$ cat config.mk
export PLATFORM = sky130hd
export DESIGN_NAME = guard_pattern_run_matcher
export DESIGN_NICKNAME = d
export VERILOG_FILES = /design/src/rtl/core/gprm_pkg.sv /design/src/rtl/core/gprm_front.sv /design/src/rtl/core/gprm_fifo.sv /design/src/rtl/core/gprm_check.sv /design/src/rtl/core/gprm_back.sv /design/src/rtl/core/guard_pattern_run_matcher.sv
export SDC_FILE = /design/constraint.sdc
export NUM_CORES = 2
export LEC_CHECK = 0
export ABC_AREA = 1
export BUFFER_PORTS_ARGS = -buffer_cell sky130_fd_sc_hd__buf_2
export CAP_MARGIN = 0
export CORE_ASPECT_RATIO = 0.7
export CORE_MARGIN = 4
export CORE_UTILIZATION = 50
export CTS_BUF_LIST = sky130_fd_sc_hd__clkbuf_4 sky130_fd_sc_hd__clkbuf_8 sky130_fd_sc_hd__clkbuf_16
export DETAILED_ROUTE_END_ITERATION = 12
export HOLD_SLACK_MARGIN = 0.06
export PLACE_DENSITY = 0.66
export RECOVER_POWER = 100
export SYNTH_ARGS = -nofsm -noshare
export SYNTH_HDL_FRONTEND = slang
export SYNTH_HIERARCHICAL = 1
export SYNTH_SLANG_ARGS = --single-unit
$ cat constraint.sdc
create_clock -name clk -period 13.8 [get_ports clk]
set_input_delay 2.76 -clock clk [delete_from_list [all_inputs] [get_ports clk]]
set_output_delay 2.76 -clock clk [all_outputs]
set_load 0.005 [all_outputs]
$ cat src/rtl/core/gprm_pkg.sv
// ============================================================================
// gprm_pkg
// Shared types, register codes and helpers of the guard pattern run matcher.
// ============================================================================
package gprm_pkg;

    // Configuration port
    localparam int CFG_DATA_W  = 36;
    localparam int CFG_INDEX_W = 3;

    localparam logic [CFG_INDEX_W-1:0] CFG_PATTERN_WIDTHS = 3'd0;
    localparam logic [CFG_INDEX_W-1:0] CFG_PATTERN_LENGTH = 3'd1;
    localparam logic [CFG_INDEX_W-1:0] CFG_WHITE_FIRST    = 3'd2;
    localparam logic [CFG_INDEX_W-1:0] CFG_MAX_IND_VAR    = 3'd3;
    localparam logic [CFG_INDEX_W-1:0] CFG_MAX_AVG_VAR    = 3'd4;

    // Reset values of the configuration registers
    localparam logic [35:0] PATTERN_WIDTHS_RESET = 36'h031111118;
    localparam logic [3:0]  PATTERN_LENGTH_RESET = 4'd8;
    localparam logic        WHITE_FIRST_RESET    = 1'b0;
    localparam logic [9:0]  MAX_IND_VAR_RESET    = 10'd204;
    localparam logic [9:0]  MAX_AVG_VAR_RESET    = 10'd107;

    // The width register holds nine 4-bit elements; the pattern sum stays below 256.
    localparam int NUM_ELEM = 9;
    localparam int PSUM_W   = 8;

    // Entries of the queue between front and back
    localparam int QUEUE_DEPTH = 4;

    typedef struct packed {
        logic        pixel;
        logic [11:0] x_pos;
        logic        first_of_row;
        logic        last_of_row;
    } pix_t;

    typedef struct packed {
        logic        found;
        logic [11:0] start_col;
        logic [11:0] end_col;
    } res_t;

    typedef struct packed {
        logic [35:0] pattern_widths;
        logic [3:0]  pattern_length;
        logic        white_first;
        logic [9:0]  max_individual_variance;
        logic [9:0]  max_avg_variance;
    } cfg_t;

    // One classified pixel: cont is high when the pixel extends the current run.
    typedef struct packed {
        logic        first;
        logic        last;
        logic        cont;
        logic [11:0] x;
    } event_t;

    typedef struct packed {
        logic done;
        logic match;
    } chk_status_t;

    typedef enum logic [1:0] {
        B_IDLE,
        B_CHECK,
        B_FINISH
    } back_state_t;

    typedef enum logic [2:0] {
        C_IDLE,
        C_SUM,
        C_TEST,
        C_DIV,
        C_LIMIT,
        C_VMUL,
        C_VDIFF,
        C_AVG
    } chk_state_t;

    // Expected width of element idx; elements past the ninth are zero.
    function automatic logic [3:0] elem_width(input logic [35:0] widths,
                                              input logic [3:0]  idx);
        logic [35:0] shifted;
        shifted = widths >> {idx, 2'b00};
        if (idx >= 4'(NUM_ELEM)) begin
            return 4'd0;
        end
        return shifted[3:0];
    endfunction

endpackage

$ cat src/rtl/core/gprm_front.sv
// ============================================================================
// gprm_front
// Classifies each incoming pixel against the expected run colour.
// ============================================================================
module gprm_front (
    input  logic             clk,
    input  logic             rst_n,
    input  logic             pix_valid,
    input  gprm_pkg::pix_t   pix_data,
    output logic             pix_stall,
    input  logic             white_first,
    output logic             ev_valid,
    output gprm_pkg::event_t ev_data,
    input  logic             ev_full
);

    logic expect_white_reg;
    logic expect_white_next;
    logic expect_now;
    logic cont;

    // The colour only flips when a run ends, whatever the check says; after a
    // match the back ignores everything until the next row restarts this flop.
    always_comb
    begin
        expect_now = pix_data.first_of_row ? white_first : expect_white_reg;
        cont       = pix_data.pixel ^ expect_now;
        expect_white_next = expect_white_reg;
        if (pix_valid && !ev_full) begin
            expect_white_next = cont ? expect_now : ~expect_now;
        end
    end

    assign pix_stall     = ev_full;
    assign ev_valid      = pix_valid;
    assign ev_data.first = pix_data.first_of_row;
    assign ev_data.last  = pix_data.last_of_row;
    assign ev_data.cont  = cont;
    assign ev_data.x     = pix_data.x_pos;

    always_ff @(posedge clk or negedge rst_n)
    begin
        if (!rst_n) begin
            expect_white_reg <= gprm_pkg::WHITE_FIRST_RESET;
        end
        else begin
            expect_white_reg <= expect_white_next;
        end
    end

endmodule

$ cat src/rtl/core/gprm_fifo.sv
// ============================================================================
// gprm_fifo
// Short queue of classified pixels between the front and the back.
// ============================================================================
module gprm_fifo (
    input  logic             clk,
    input  logic             rst_n,
    input  logic             push_valid,
    input  gprm_pkg::event_t push_data,
    output logic             full,
    output logic             pop_valid,
    output gprm_pkg::event_t pop_data,
    input  logic             pop
);

    localparam int PTRW = $clog2(gprm_pkg::QUEUE_DEPTH);
    localparam int CNTW = $clog2(gprm_pkg::QUEUE_DEPTH + 1);

    gprm_pkg::event_t        mem_reg [gprm_pkg::QUEUE_DEPTH];
    logic [PTRW-1:0]         wr_ptr_reg;
    logic [PTRW-1:0]         wr_ptr_next;
    logic [PTRW-1:0]         rd_ptr_reg;
    logic [PTRW-1:0]         rd_ptr_next;
    logic [CNTW-1:0]         count_reg;
    logic [CNTW-1:0]         count_next;
    logic                    do_push;
    logic                    do_pop;

    assign full      = (count_reg == CNTW'(gprm_pkg::QUEUE_DEPTH));
    assign pop_valid = (count_reg != '0);
    assign pop_data  = mem_reg[rd_ptr_reg];
    assign do_push   = push_valid && !full;
    assign do_pop    = pop && pop_valid;

    always_comb
    begin
        wr_ptr_next = wr_ptr_reg;
        rd_ptr_next = rd_ptr_reg;
        count_next  = count_reg;
        if (do_push) begin
            wr_ptr_next = (wr_ptr_reg == PTRW'(gprm_pkg::QUEUE_DEPTH - 1)) ? '0
                        : wr_ptr_reg + PTRW'(1);
        end
        if (do_pop) begin
            rd_ptr_next = (rd_ptr_reg == PTRW'(gprm_pkg::QUEUE_DEPTH - 1)) ? '0
                        : rd_ptr_reg + PTRW'(1);
        end
        if (do_push && !do_pop) begin
            count_next = count_reg + CNTW'(1);
        end
        else if (do_pop && !do_push) begin
            count_next = count_reg - CNTW'(1);
        end
    end

    always_ff @(posedge clk or negedge rst_n)
    begin
        if (!rst_n) begin
            wr_ptr_reg <= '0;
            rd_ptr_reg <= '0;
            count_reg  <= '0;
        end
        else begin
            wr_ptr_reg <= wr_ptr_next;
            rd_ptr_reg <= rd_ptr_next;
            count_reg  <= count_next;
        end
    end

    always_ff @(posedge clk)
    begin
        if (do_push) begin
            mem_reg[wr_ptr_reg] <= push_data;
        end
    end

endmodule

$ cat src/rtl/core/gprm_check.sv
// ============================================================================
// gprm_check
// Multi-cycle window check: scales the pattern to the measured total and tests
// per-element and average variance; adds one element or finds one quotient bit a cycle.
// ============================================================================
module gprm_check #(
    parameter int MAX_PATTERN = 9,
    parameter int ROW_WIDTH   = 4096
) (
    input  logic                                          clk,
    input  logic                                          rst_n,
    input  logic                                          start,
    input  logic [MAX_PATTERN-1:0][$clog2(ROW_WIDTH+1)-1:0] counts,
    input  logic [$clog2(MAX_PATTERN+1)-1:0]              n,
    input  logic [35:0]                                   pattern_widths,
    input  logic [9:0]                                    max_individual_variance,
    input  logic [9:0]                                    max_avg_variance,
    output gprm_pkg::chk_status_t                         status
);

    localparam int CW   = $clog2(ROW_WIDTH + 1);
    localparam int TW   = $clog2(MAX_PATTERN * ROW_WIDTH + 1);
    localparam int UW   = TW + 8;
    localparam int VW   = UW + 4;
    localparam int TVW  = VW + 4;
    localparam int LW   = UW + 2;
    localparam int PW   = gprm_pkg::PSUM_W;
    localparam int STW  = $clog2(UW);
    localparam int AW   = TW + 10;

    gprm_pkg::chk_state_t             state_reg;
    gprm_pkg::chk_state_t             state_next;
    logic [STW-1:0]                   step_reg;
    logic [STW-1:0]                   step_next;
    logic [MAX_PATTERN-1:0][CW-1:0]   snap_reg;
    logic [MAX_PATTERN-1:0][CW-1:0]   snap_next;
    logic [TW-1:0]                    total_reg;
    logic [TW-1:0]                    total_next;
    logic [PW-1:0]                    psum_reg;
    logic [PW-1:0]                    psum_next;
    logic [UW-1:0]                    div_reg;
    logic [UW-1:0]                    div_next;
    logic [PW-1:0]                    rem_reg;
    logic [PW-1:0]                    rem_next;
    logic [LW-1:0]                    limit_reg;
    logic [LW-1:0]                    limit_next;
    logic [VW-1:0]                    s_reg;
    logic [VW-1:0]                    s_next;
    logic [VW-1:0]                    c_reg;
    logic [VW-1:0]                    c_next;
    logic [TVW-1:0]                   tv_reg;
    logic [TVW-1:0]                   tv_next;
    logic [AW-1:0]                    prod_reg;
    logic [AW-1:0]                    prod_next;
    logic                             done_reg;
    logic                             done_next;
    logic                             match_reg;
    logic                             match_next;

    logic [CW-1:0]                    head;
    logic [3:0]                       w;
    logic                             active;
    logic                             last_elem;
    logic                             last_div;
    logic                             test_fail;
    logic [PW:0]                      trial;
    logic                             q_bit;
    logic [UW+9:0]                    lim_prod;
    logic [VW-1:0]                    mul_s;
    logic [VW-1:0]                    diff;
    logic                             v_over;
    logic [AW-1:0]                    avg_prod;

    always_comb
    begin
        head      = snap_reg[0];
        w         = gprm_pkg::elem_width(pattern_widths, 4'(step_reg));
        active    = int'(step_reg) < int'(n);
        last_elem = (step_reg == STW'(MAX_PATTERN - 1));
        last_div  = (step_reg == STW'(UW - 1));
        test_fail = (psum_reg == '0) || (total_reg < TW'(psum_reg));
        trial     = {rem_reg, div_reg[UW-1]};
        q_bit     = (trial >= {1'b0, psum_reg});
        lim_prod  = (UW+10)'(div_reg) * (UW+10)'(max_individual_variance);
        mul_s     = VW'(w) * VW'(div_reg);
        diff      = (c_reg > s_reg) ? (c_reg - s_reg) : (s_reg - c_reg);
        v_over    = (diff > VW'(limit_reg));
        avg_prod  = AW'(total_reg) * AW'(max_avg_variance);
    end

    // Next state
    always_comb
    begin
        state_next = state_reg;
        case (state_reg)
            gprm_pkg::C_IDLE:
            begin
                if (start) begin
                    state_next = gprm_pkg::C_SUM;
                end
            end
            gprm_pkg::C_SUM:
            begin
                if (last_elem) begin
                    state_next = gprm_pkg::C_TEST;
                end
            end
            gprm_pkg::C_TEST:
            begin
                state_next = test_fail ? gprm_pkg::C_IDLE : gprm_pkg::C_DIV;
            end
            gprm_pkg::C_DIV:
            begin
                if (last_div) begin
                    state_next = gprm_pkg::C_LIMIT;
                end
            end
            gprm_pkg::C_LIMIT:
            begin
                state_next = gprm_pkg::C_VMUL;
            end
            gprm_pkg::C_VMUL:
            begin
                state_next = gprm_pkg::C_VDIFF;
            end
            gprm_pkg::C_VDIFF:
            begin
                if (active && v_over) begin
                    state_next = gprm_pkg::C_IDLE;
                end
                else if (last_elem) begin
                    state_next = gprm_pkg::C_AVG;
                end
                else begin
                    state_next = gprm_pkg::C_VMUL;
                end
            end
            gprm_pkg::C_AVG:
            begin
                state_next = gprm_pkg::C_IDLE;
            end
            default:
            begin
                state_next = gprm_pkg::C_IDLE;
            end
        endcase
    end

    // Datapath
    always_comb
    begin
        step_next  = step_reg;
        snap_next  = snap_reg;
        total_next = total_reg;
        psum_next  = psum_reg;
        div_next   = div_reg;
        rem_next   = rem_reg;
        limit_next = limit_reg;
        s_next     = s_reg;
        c_next     = c_reg;
        tv_next    = tv_reg;
        prod_next  = prod_reg;
        done_next  = 1'b0;
        match_next = match_reg;
        case (state_reg)
            gprm_pkg::C_IDLE:
            begin
                if (start) begin
                    snap_next  = counts;
                    step_next  = '0;
                    total_next = '0;
                    psum_next  = '0;
                    tv_next    = '0;
                end
            end
            gprm_pkg::C_SUM:
            begin
                if (active) begin
                    total_next = total_reg + TW'(head);
                    psum_next  = psum_reg + PW'(w);
                end
                // A full rotation leaves the snapshot in its original order.
                snap_next = {snap_reg[0], snap_reg[MAX_PATTERN-1:1]};
                step_next = last_elem ? '0 : step_reg + STW'(1);
            end
            gprm_pkg::C_TEST:
            begin
                if (test_fail) begin
                    done_next  = 1'b1;
                    match_next = 1'b0;
                end
                div_next  = {total_reg, 8'h00};
                rem_next  = '0;
                step_next = '0;
            end
            gprm_pkg::C_DIV:
            begin
                // Restoring division; quotient bits shift in where dividend bits leave.
                rem_next  = q_bit ? PW'(trial - {1'b0, psum_reg}) : PW'(trial);
                div_next  = {div_reg[UW-2:0], q_bit};
                step_next = last_div ? '0 : step_reg + STW'(1);
            end
            gprm_pkg::C_LIMIT:
            begin
                limit_next = lim_prod[UW+9:8];
                step_next  = '0;
            end
            gprm_pkg::C_VMUL:
            begin
                s_next = mul_s;
                c_next = VW'({head, 8'h00});
            end
            gprm_pkg::C_VDIFF:
            begin
                if (active && v_over) begin
                    done_next  = 1'b1;
                    match_next = 1'b0;
                end
                if (active) begin
                    tv_next = tv_reg + TVW'(diff);
                end
                snap_next = {snap_reg[0], snap_reg[MAX_PATTERN-1:1]};
                step_next = last_elem ? '0 : step_reg + STW'(1);
                prod_next = avg_prod;
            end
            gprm_pkg::C_AVG:
            begin
                // floor(tv / total) < limit is the same as tv < limit * total.
                done_next  = 1'b1;
                match_next = (tv_reg < TVW'(prod_reg));
            end
            default:
            begin
                done_next = 1'b0;
            end
        endcase
    end

    assign status.done  = done_reg;
    assign status.match = match_reg;

    always_ff @(posedge clk or negedge rst_n)
    begin
        if (!rst_n) begin
            state_reg <= gprm_pkg::C_IDLE;
            done_reg  <= 1'b0;
        end
        else begin
            state_reg <= state_next;
            done_reg  <= done_next;
        end
    end

    always_ff @(posedge clk)
    begin
        step_reg  <= step_next;
        snap_reg  <= snap_next;
        total_reg <= total_next;
        psum_reg  <= psum_next;
        div_reg   <= div_next;
        rem_reg   <= rem_next;
        limit_reg <= limit_next;
        s_reg     <= s_next;
        c_reg     <= c_next;
        tv_reg    <= tv_next;
        prod_reg  <= prod_next;
        match_reg <= match_next;
    end

endmodule

$ cat src/rtl/core/gprm_back.sv
// ============================================================================
// gprm_back
// Run window: counts runs, starts window checks, slides the window and
// drives the result register.
// ============================================================================
module gprm_back #(
    parameter int MAX_PATTERN = 9,
    parameter int ROW_WIDTH   = 4096
) (
    input  logic                                            clk,
    input  logic                                            rst_n,
    input  gprm_pkg::cfg_t                                  cfg,
    input  logic                                            ev_valid,
    input  gprm_pkg::event_t                                ev_data,
    output logic                                            ev_pop,
    output logic                                            chk_start,
    output logic [MAX_PATTERN-1:0][$clog2(ROW_WIDTH+1)-1:0] chk_counts,
    output logic [$clog2(MAX_PATTERN+1)-1:0]                chk_n,
    input  gprm_pkg::chk_status_t                           chk_status,
    output logic                                            res_valid,
    output gprm_pkg::res_t                                  res_data,
    input  logic                                            res_stall
);

    localparam int CW = $clog2(ROW_WIDTH + 1);
    localparam int IW = $clog2(MAX_PATTERN);
    localparam int NW = $clog2(MAX_PATTERN + 1);

    gprm_pkg::back_state_t           state_reg;
    gprm_pkg::back_state_t           state_next;
    logic [MAX_PATTERN-1:0][CW-1:0]  counts_reg;
    logic [MAX_PATTERN-1:0][CW-1:0]  counts_next;
    logic [IW-1:0]                   run_index_reg;
    logic [IW-1:0]                   run_index_next;
    logic [11:0]                     window_start_reg;
    logic [11:0]                     window_start_next;
    logic                            row_done_reg;
    logic                            row_done_next;
    logic [11:0]                     pend_x_reg;
    logic [11:0]                     pend_x_next;
    logic                            pend_last_reg;
    logic                            pend_last_next;
    logic                            match_reg;
    logic                            match_next;
    logic                            res_valid_reg;
    logic                            res_valid_next;
    gprm_pkg::res_t                  res_data_reg;
    gprm_pkg::res_t                  res_data_next;

    logic [4:0]                      n5;
    logic [NW-1:0]                   n;
    logic [IW-1:0]                   last_idx;
    logic [IW-1:0]                   idx_base;
    logic [IW-1:0]                   idx;
    logic                            done_eff;
    logic                            is_check;
    logic                            ev_out;
    logic                            out_free;
    logic                            fin_out;
    logic                            fin_go;
    logic [MAX_PATTERN-1:0][CW-1:0]  base;
    logic [MAX_PATTERN-1:0][CW-1:0]  shifted;

    always_comb
    begin
        n5 = {1'b0, cfg.pattern_length};
        if (n5 < 5'd2) begin
            n5 = 5'd2;
        end
        else if (n5 > 5'(MAX_PATTERN)) begin
            n5 = 5'(MAX_PATTERN);
        end
        n        = NW'(n5);
        last_idx = IW'(n - NW'(1));
        idx_base = ev_data.first ? '0 : run_index_reg;
        // A run index left past the end by a shorter pattern is pulled back.
        idx      = (idx_base > last_idx) ? last_idx : idx_base;
        done_eff = !ev_data.first && row_done_reg;
        is_check = !done_eff && !ev_data.cont && (idx == last_idx);
        ev_out   = !done_eff && ev_data.last && !is_check;
        out_free = !res_valid_reg || !res_stall;
        fin_out  = match_reg || pend_last_reg;
        base     = ev_data.first ? '0 : counts_reg;
        shifted  = counts_reg >> (2 * CW);
    end

    // Next state
    always_comb
    begin
        state_next = state_reg;
        case (state_reg)
            gprm_pkg::B_IDLE:
            begin
                if (chk_start) begin
                    state_next = gprm_pkg::B_CHECK;
                end
            end
            gprm_pkg::B_CHECK:
            begin
                if (chk_status.done) begin
                    state_next = gprm_pkg::B_FINISH;
                end
            end
            gprm_pkg::B_FINISH:
            begin
                if (fin_go) begin
                    state_next = gprm_pkg::B_IDLE;
                end
            end
            default:
            begin
                state_next = gprm_pkg::B_IDLE;
            end
        endcase
    end

    // Control outputs
    always_comb
    begin
        ev_pop    = 1'b0;
        chk_start = 1'b0;
        fin_go    = 1'b0;
        case (state_reg)
            gprm_pkg::B_IDLE:
            begin
                ev_pop    = ev_valid && (!ev_out || out_free);
                chk_start = ev_valid && (!ev_out || out_free) && is_check;
            end
            gprm_pkg::B_FINISH:
            begin
                fin_go = !fin_out || out_free;
            end
            default:
            begin
                ev_pop = 1'b0;
            end
        endcase
    end

    // Datapath
    always_comb
    begin
        counts_next       = counts_reg;
        run_index_next    = run_index_reg;
        window_start_next = window_start_reg;
        row_done_next     = row_done_reg;
        pend_x_next       = pend_x_reg;
        pend_last_next    = pend_last_reg;
        match_next        = match_reg;
        res_valid_next    = res_valid_reg && res_stall;
        res_data_next     = res_data_reg;

        if (ev_pop && !is_check) begin
            counts_next = base;
            if (ev_data.first) begin
                window_start_next = ev_data.x;
                row_done_next     = 1'b0;
            end
            if (!done_eff) begin
                if (ev_data.cont) begin
                    for (int k = 0; k < MAX_PATTERN; k++) begin
                        if (IW'(k) == idx && base[k] < CW'(ROW_WIDTH)) begin
                            counts_next[k] = base[k] + CW'(1);
                        end
                    end
                    run_index_next = idx;
                end
                else begin
                    for (int k = 0; k < MAX_PATTERN; k++) begin
                        if (IW'(k) == idx + IW'(1)) begin
                            counts_next[k] = CW'(1);
                        end
                    end
                    run_index_next = idx + IW'(1);
                end
            end
            if (ev_out) begin
                res_valid_next = 1'b1;
                res_data_next  = '0;
            end
        end

        if (chk_start) begin
            pend_x_next    = ev_data.x;
            pend_last_next = ev_data.last;
        end

        if (state_reg == gprm_pkg::B_CHECK && chk_status.done) begin
            match_next = chk_status.match;
        end

        if (fin_go) begin
            if (match_reg) begin
                row_done_next           = 1'b1;
                res_valid_next          = 1'b1;
                res_data_next.found     = 1'b1;
                res_data_next.start_col = window_start_reg;
                res_data_next.end_col   = pend_x_reg;
            end
            else begin
                // Failed check: drop the first two runs and open a new one.
                window_start_next = window_start_reg + 12'(counts_reg[0])
                                  + 12'(counts_reg[1]);
                for (int k = 0; k < MAX_PATTERN; k++) begin
                    if (k + 2 < int'(n)) begin
                        counts_next[k] = shifted[k];
                    end
                    else if (k == int'(n) - 2) begin
                        counts_next[k] = CW'(1);
                    end
                    else if (k == int'(n) - 1) begin
                        counts_next[k] = '0;
                    end
                end
                run_index_next = IW'(n - NW'(2));
                if (pend_last_reg) begin
                    res_valid_next = 1'b1;
                    res_data_next  = '0;
                end
            end
        end
    end

    assign chk_counts = counts_reg;
    assign chk_n      = n;
    assign res_valid  = res_valid_reg;
    assign res_data   = res_data_reg;

    always_ff @(posedge clk or negedge rst_n)
    begin
        if (!rst_n) begin
            state_reg        <= gprm_pkg::B_IDLE;
            counts_reg       <= '0;
            run_index_reg    <= '0;
            window_start_reg <= '0;
            row_done_reg     <= 1'b0;
            res_valid_reg    <= 1'b0;
        end
        else begin
            state_reg        <= state_next;
            counts_reg       <= counts_next;
            run_index_reg    <= run_index_next;
            window_start_reg <= window_start_next;
            row_done_reg     <= row_done_next;
            res_valid_reg    <= res_valid_next;
        end
    end

    always_ff @(posedge clk)
    begin
        pend_x_reg    <= pend_x_next;
        pend_last_reg <= pend_last_next;
        match_reg     <= match_next;
        res_data_reg  <= res_data_next;
    end

endmodule

$ cat src/rtl/core/guard_pattern_run_matcher.sv
// ============================================================================
// guard_pattern_run_matcher
// Measures alternating bar/space runs of one scan row and matches them
// against a configured guard pattern by run-length variance.
// ============================================================================
//
//  Channel  Signals                          Request
//  -------  -------------------------------  ------------------------------
//  pixel    pix_valid, pix_stall, pix_data   one binarized pixel of a row
//  result   res_valid, res_stall, res_data   match columns or row-end miss
//  config   cfg_we, cfg_index, cfg_data      one register write, no wait
//
// A pixel that extends a run, or ends one while the window is not yet full,
// is handled in the back without a check. A pixel that ends a run with a
// full window starts a check that runs the one-bit-a-cycle divider and the
// element-by-element variance pass; the back takes no new pixel until the
// check is done, and a four-entry queue keeps the front accepting pixels
// until it is full. Reset clears all control state at once.
// A stalled result holds in its output register while the queue keeps filling.
//
module guard_pattern_run_matcher #(
    parameter int MAX_PATTERN = 9,
    parameter int ROW_WIDTH   = 4096
) (
    input  logic                                clk,
    input  logic                                rst_n,
    input  logic                                pix_valid,
    output logic                                pix_stall,
    input  gprm_pkg::pix_t                      pix_data,
    output logic                                res_valid,
    input  logic                                res_stall,
    output gprm_pkg::res_t                      res_data,
    input  logic                                cfg_we,
    input  logic [gprm_pkg::CFG_INDEX_W-1:0]    cfg_index,
    input  logic [gprm_pkg::CFG_DATA_W-1:0]     cfg_data
);

    localparam int CW = $clog2(ROW_WIDTH + 1);
    localparam int NW = $clog2(MAX_PATTERN + 1);

    gprm_pkg::cfg_t                  cfg_reg;
    gprm_pkg::cfg_t                  cfg_next;

    logic                            fe_valid;
    gprm_pkg::event_t                fe_data;
    logic                            q_full;
    logic                            q_valid;
    gprm_pkg::event_t                q_data;
    logic                            q_pop;
    logic                            chk_start;
    logic [MAX_PATTERN-1:0][CW-1:0]  chk_counts;
    logic [NW-1:0]                   chk_n;
    gprm_pkg::chk_status_t           chk_status;

    always_comb
    begin
        cfg_next = cfg_reg;
        if (cfg_we) begin
            case (cfg_index)
                gprm_pkg::CFG_PATTERN_WIDTHS: cfg_next.pattern_widths = cfg_data;
                gprm_pkg::CFG_PATTERN_LENGTH: cfg_next.pattern_length = cfg_data[3:0];
                gprm_pkg::CFG_WHITE_FIRST:    cfg_next.white_first    = cfg_data[0];
                gprm_pkg::CFG_MAX_IND_VAR:
                    cfg_next.max_individual_variance = cfg_data[9:0];
                gprm_pkg::CFG_MAX_AVG_VAR:    cfg_next.max_avg_variance = cfg_data[9:0];
                default:                      cfg_next = cfg_reg;
            endcase
        end
    end

    always_ff @(posedge clk or negedge rst_n)
    begin
        if (!rst_n) begin
            cfg_reg.pattern_widths          <= gprm_pkg::PATTERN_WIDTHS_RESET;
            cfg_reg.pattern_length          <= gprm_pkg::PATTERN_LENGTH_RESET;
            cfg_reg.white_first             <= gprm_pkg::WHITE_FIRST_RESET;
            cfg_reg.max_individual_variance <= gprm_pkg::MAX_IND_VAR_RESET;
            cfg_reg.max_avg_variance        <= gprm_pkg::MAX_AVG_VAR_RESET;
        end
        else begin
            cfg_reg <= cfg_next;
        end
    end

    gprm_front u_front (
        .clk         (clk),
        .rst_n       (rst_n),
        .pix_valid   (pix_valid),
        .pix_data    (pix_data),
        .pix_stall   (pix_stall),
        .white_first (cfg_reg.white_first),
        .ev_valid    (fe_valid),
        .ev_data     (fe_data),
        .ev_full     (q_full)
    );

    gprm_fifo u_fifo (
        .clk        (clk),
        .rst_n      (rst_n),
        .push_valid (fe_valid),
        .push_data  (fe_data),
        .full       (q_full),
        .pop_valid  (q_valid),
        .pop_data   (q_data),
        .pop        (q_pop)
    );

    gprm_back #(
        .MAX_PATTERN (MAX_PATTERN),
        .ROW_WIDTH   (ROW_WIDTH)
    ) u_back (
        .clk        (clk),
        .rst_n      (rst_n),
        .cfg        (cfg_reg),
        .ev_valid   (q_valid),
        .ev_data    (q_data),
        .ev_pop     (q_pop),
        .chk_start  (chk_start),
        .chk_counts (chk_counts),
        .chk_n      (chk_n),
        .chk_status (chk_status),
        .res_valid  (res_valid),
        .res_data   (res_data),
        .res_stall  (res_stall)
    );

    gprm_check #(
        .MAX_PATTERN (MAX_PATTERN),
        .ROW_WIDTH   (ROW_WIDTH)
    ) u_check (
        .clk                     (clk),
        .rst_n                   (rst_n),
        .start                   (chk_start),
        .counts                  (chk_counts),
        .n                       (chk_n),
        .pattern_widths          (cfg_reg.pattern_widths),
        .max_individual_variance (cfg_reg.max_individual_variance),
        .max_avg_variance        (cfg_reg.max_avg_variance),
        .status                  (chk_status)
    );

endmodule
==> flow_summary.yaml <==
clocking:
  cts_buffer_depth: 3
  tritoncts: "built"
  cts_max_level: 3
  clkSlewWorstSetupHoldPaths_ps: 60
  cts.repair_timing.setup_buffer_count: 0
  clkLatencyLatePin_ps: 690
  cts_root_buf: "clkbuf_16"
  cts-resized-gates: 0
  cts-buffers-inserted: 70
  cts_hold_repair.buffers: 0
  clock_sinks: 613
global_routing:
  via_count_of_the_first_global_routing_pass: 43800
  grt_total_usage: 0.304
  grt_antenna_before_repair: 7
  first_pass_grt_wire_length_mm: 264
  grt_overflow: 0
  pin_count_of_the_biggest_net_entering_global_routing: 85
final_layout:
  final_layout_size_suffix_gt1_frac: 0.0417
  largest_register_ff_count: 117
  synthToLayoutAreaGrowth_pct: 6.75
  mostFrequentLayoutCell: "nand2_1"
  nNetsFinal: 7739
  layout.cells.most_common_list: "2122 x nand2_1, 1274 x inv_1, 468 x nor2_1"
timing:
  final_tns_setup_ps: 0
  finalMaxSlewViolations: 844
  report.final.hold_viol_count: 0
  clock.fmax_mhz: 100
  grt_setup_unrepaired: "false"
  setup_violations: 0
  skew_ps: 59.1
  maxSlewHeadroom: -2.40
  worst_slew_pin_slew_ps: 5100
  tmin_final_ps: 9960
  min_period_over_period: 0.721
yosys:
  post_synthesis_mux_area_share: 0.000186
  yosys.area.top_type: "edfxtp_1"
  post_synth_instance_area_sq_mm: 0.0537
  post_synth_adder_cell_area: 0.209
  main_combinational_cell_family_by_area_after_synthesis: "simple AND/OR/NAND/NOR gates"
  async_flop_share: 0.343
  compound_gate_fraction_of_synth_area: 0.0953
  ys_ff_latch: 613
  synth_cell_types: 69
  number_of_enable_type_register_cells_in_the_synthesized_netlist: 378
  synthSimpleGateAreaFrac: 0.239
  yosys_warnings: 6
  synth_sequential_area_ratio: 0.319
  post-synth-top-area-fraction: 0.211
  synth_flop_cell: "edfxtp_1"
  netlist_instances: 7047
  synth_xor_area_frac: 0.0237
  synth.area.top_cells: "edfxtp_1 21%, nand2_1 15%, fa_1 13%"
  synthesized_net_count: 7797
  synth.avg_cell_area_sq_um: 7.62
placed_design:
  number_of_port_buffers: 85
  detailed_placement_hpwl_mm: 130
  routabilityCongestion: 0.964
critical_path:
  timing.critical_path.mode_cell: "nand2_1"
  kind_of_launch_point_of_the_worst_setup_path: "flop"
  timing.critical_path.arrival_ps: 10220
  timing_worst_setup_path_type: "flop to flop"
  timing.critical_path.fanout_max: 64
  crit_path_required_time_ps: 14070
  worst_setup_path_end_kind: "flop"
  cp_slowest_stage_delay_ps: 1480
  path_cells: "o211ai_1 > nand2_1 > clkinv_1 > nand2_1 > nand3_1 > nand2_1 > nand2_1 > inv_1 > nand2_2 > nand2_1 > nand2_1 > nand2_1 > inv_1 > nand2_1 > inv_1 > nor2_1 > nand2_1 > nor2_1 > clkbuf_1 > nand3_1 > nand2_4 > buf_4"
  path_delay_family: "simple AND/OR/NAND/NOR gates"
  slowest_stage: "dfrtp_1"
  critical_path.n_buffers_inverters: 6
floorplanning:
  overall_die_width_um: 400
  std_cell_rows: 100
  die_height_um: 282
  io-pin-count: 86
  dieArea_sq_mm: 0.113
  initial_utilization: 0.504
  coreArea_sq_mm: 0.106
detailed_routing:
  detail_route.wl_per_cell_um: 20.3
  postRouteAntennaNets: 0
  drt_pass1_iterations: 6
  drc_errors: 0
  drt-total-wl_mm: 172
  avgViaCountPerCell: 5.58
  dr_total_vias: 47300
  dr.first_iter.drc_count: 5687
flow_run:
  maxcap_viol_count: 16
hold_path:
  timing.hold.worst.class: "flop to flop"
run_status:
  outcome: "complete, but fails checks"
  failed_checks: "capacitance limit, slew limit"
-- final timing paths --
kind / to / startpoint / cells past startpoint / slack [ps]
max reg2reg: u_check/snap_reg[86] / u_fifo/rd_ptr_reg[0] / 22 / 3840
max: u_check/snap_reg[86] / u_fifo/rd_ptr_reg[0] / 22 / 3840
max in group asynchronous: cfg_reg[9] / rst_n / 2 / 4490
min in group asynchronous: u_back/chk_counts[30] / rst_n / 1 / 3880
min reg2reg: u_back/match_reg / u_check/match_reg / 0 / 430
min: u_back/match_reg / u_check/match_reg / 0 / 430
-- area by class of cell --
cell class / count / area, sq um
tap: 1428 / 1790
inverter: 1293 / 4860
sequential: 613 / 17100
fill: 10100 / 49200
clock buffer: 80 / 1840
antenna: 4 / 10.0
timing repair buffer: 123 / 588
clock inverter: 47 / 646
multi-input combinational: 4888 / 30500
-- synth_stat cells, types with 48 or more instances --
| cell type | number |
|---|---|
| nand2_1 | 2113 |
| inv_1 | 1266 |
| nor2_1 | 469 |
| a21oi_1 | 386 |
| edfxtp_1 | 378 |
| ha_1 | 346 |
| fa_1 | 345 |
| nand3_1 | 319 |
| o21ai_0 | 306 |
| dfrtp_1 | 191 |
| clkbuf_1 | 151 |
| xor2_1 | 105 |
| nor3_1 | 63 |
| nand4_1 | 53 |
| buf_2 | 48 |
-- routing by layer --
metal	wire [um]	share of wire	GRT usage	vias up
met2	63700	0.37	0.390	2512
met5	61	0.00036	0	-
met1	82100	0.48	0.495	22500
met3	22300	0.13	0.0886	224
li1	-	-	-	22000
met4	3470	0.020	0.0635	8
-- per-stage QoR --
stage | worst slack, ps | cell area (sq um) | hold WS, ps | util | cells
global placement | 6680 | 55000 | 403 | 0.517 | 8345
finish | 3840 | 57300 | 429 | 0.538 | 8476
CTS | 6580 | 57500 | 426 | 0.540 | 8472
detailed placement | 6590 | 55000 | 412 | 0.517 | 8345
global route | 3000 | 57300 | 432 | 0.538 | 8472
floorplan | 7300 | 53700 | 419 | - | 7047
-- cell families after synthesis --
| family | after synthesis |
|---|---|
| AOI/OAI and AO/OA | 921 |
| xor gates and xnor gates | 145 |
| adders and majority gates | 691 |
| buffers and inverters | 1546 |
| DFF | 613 |
| muxes | 1 |
| and+or+nand+nor | 3130 |
Power is left out: the tool's default activity adds up to more than one toggle a clock period on the data nets, which glitch-free logic cannot reach.
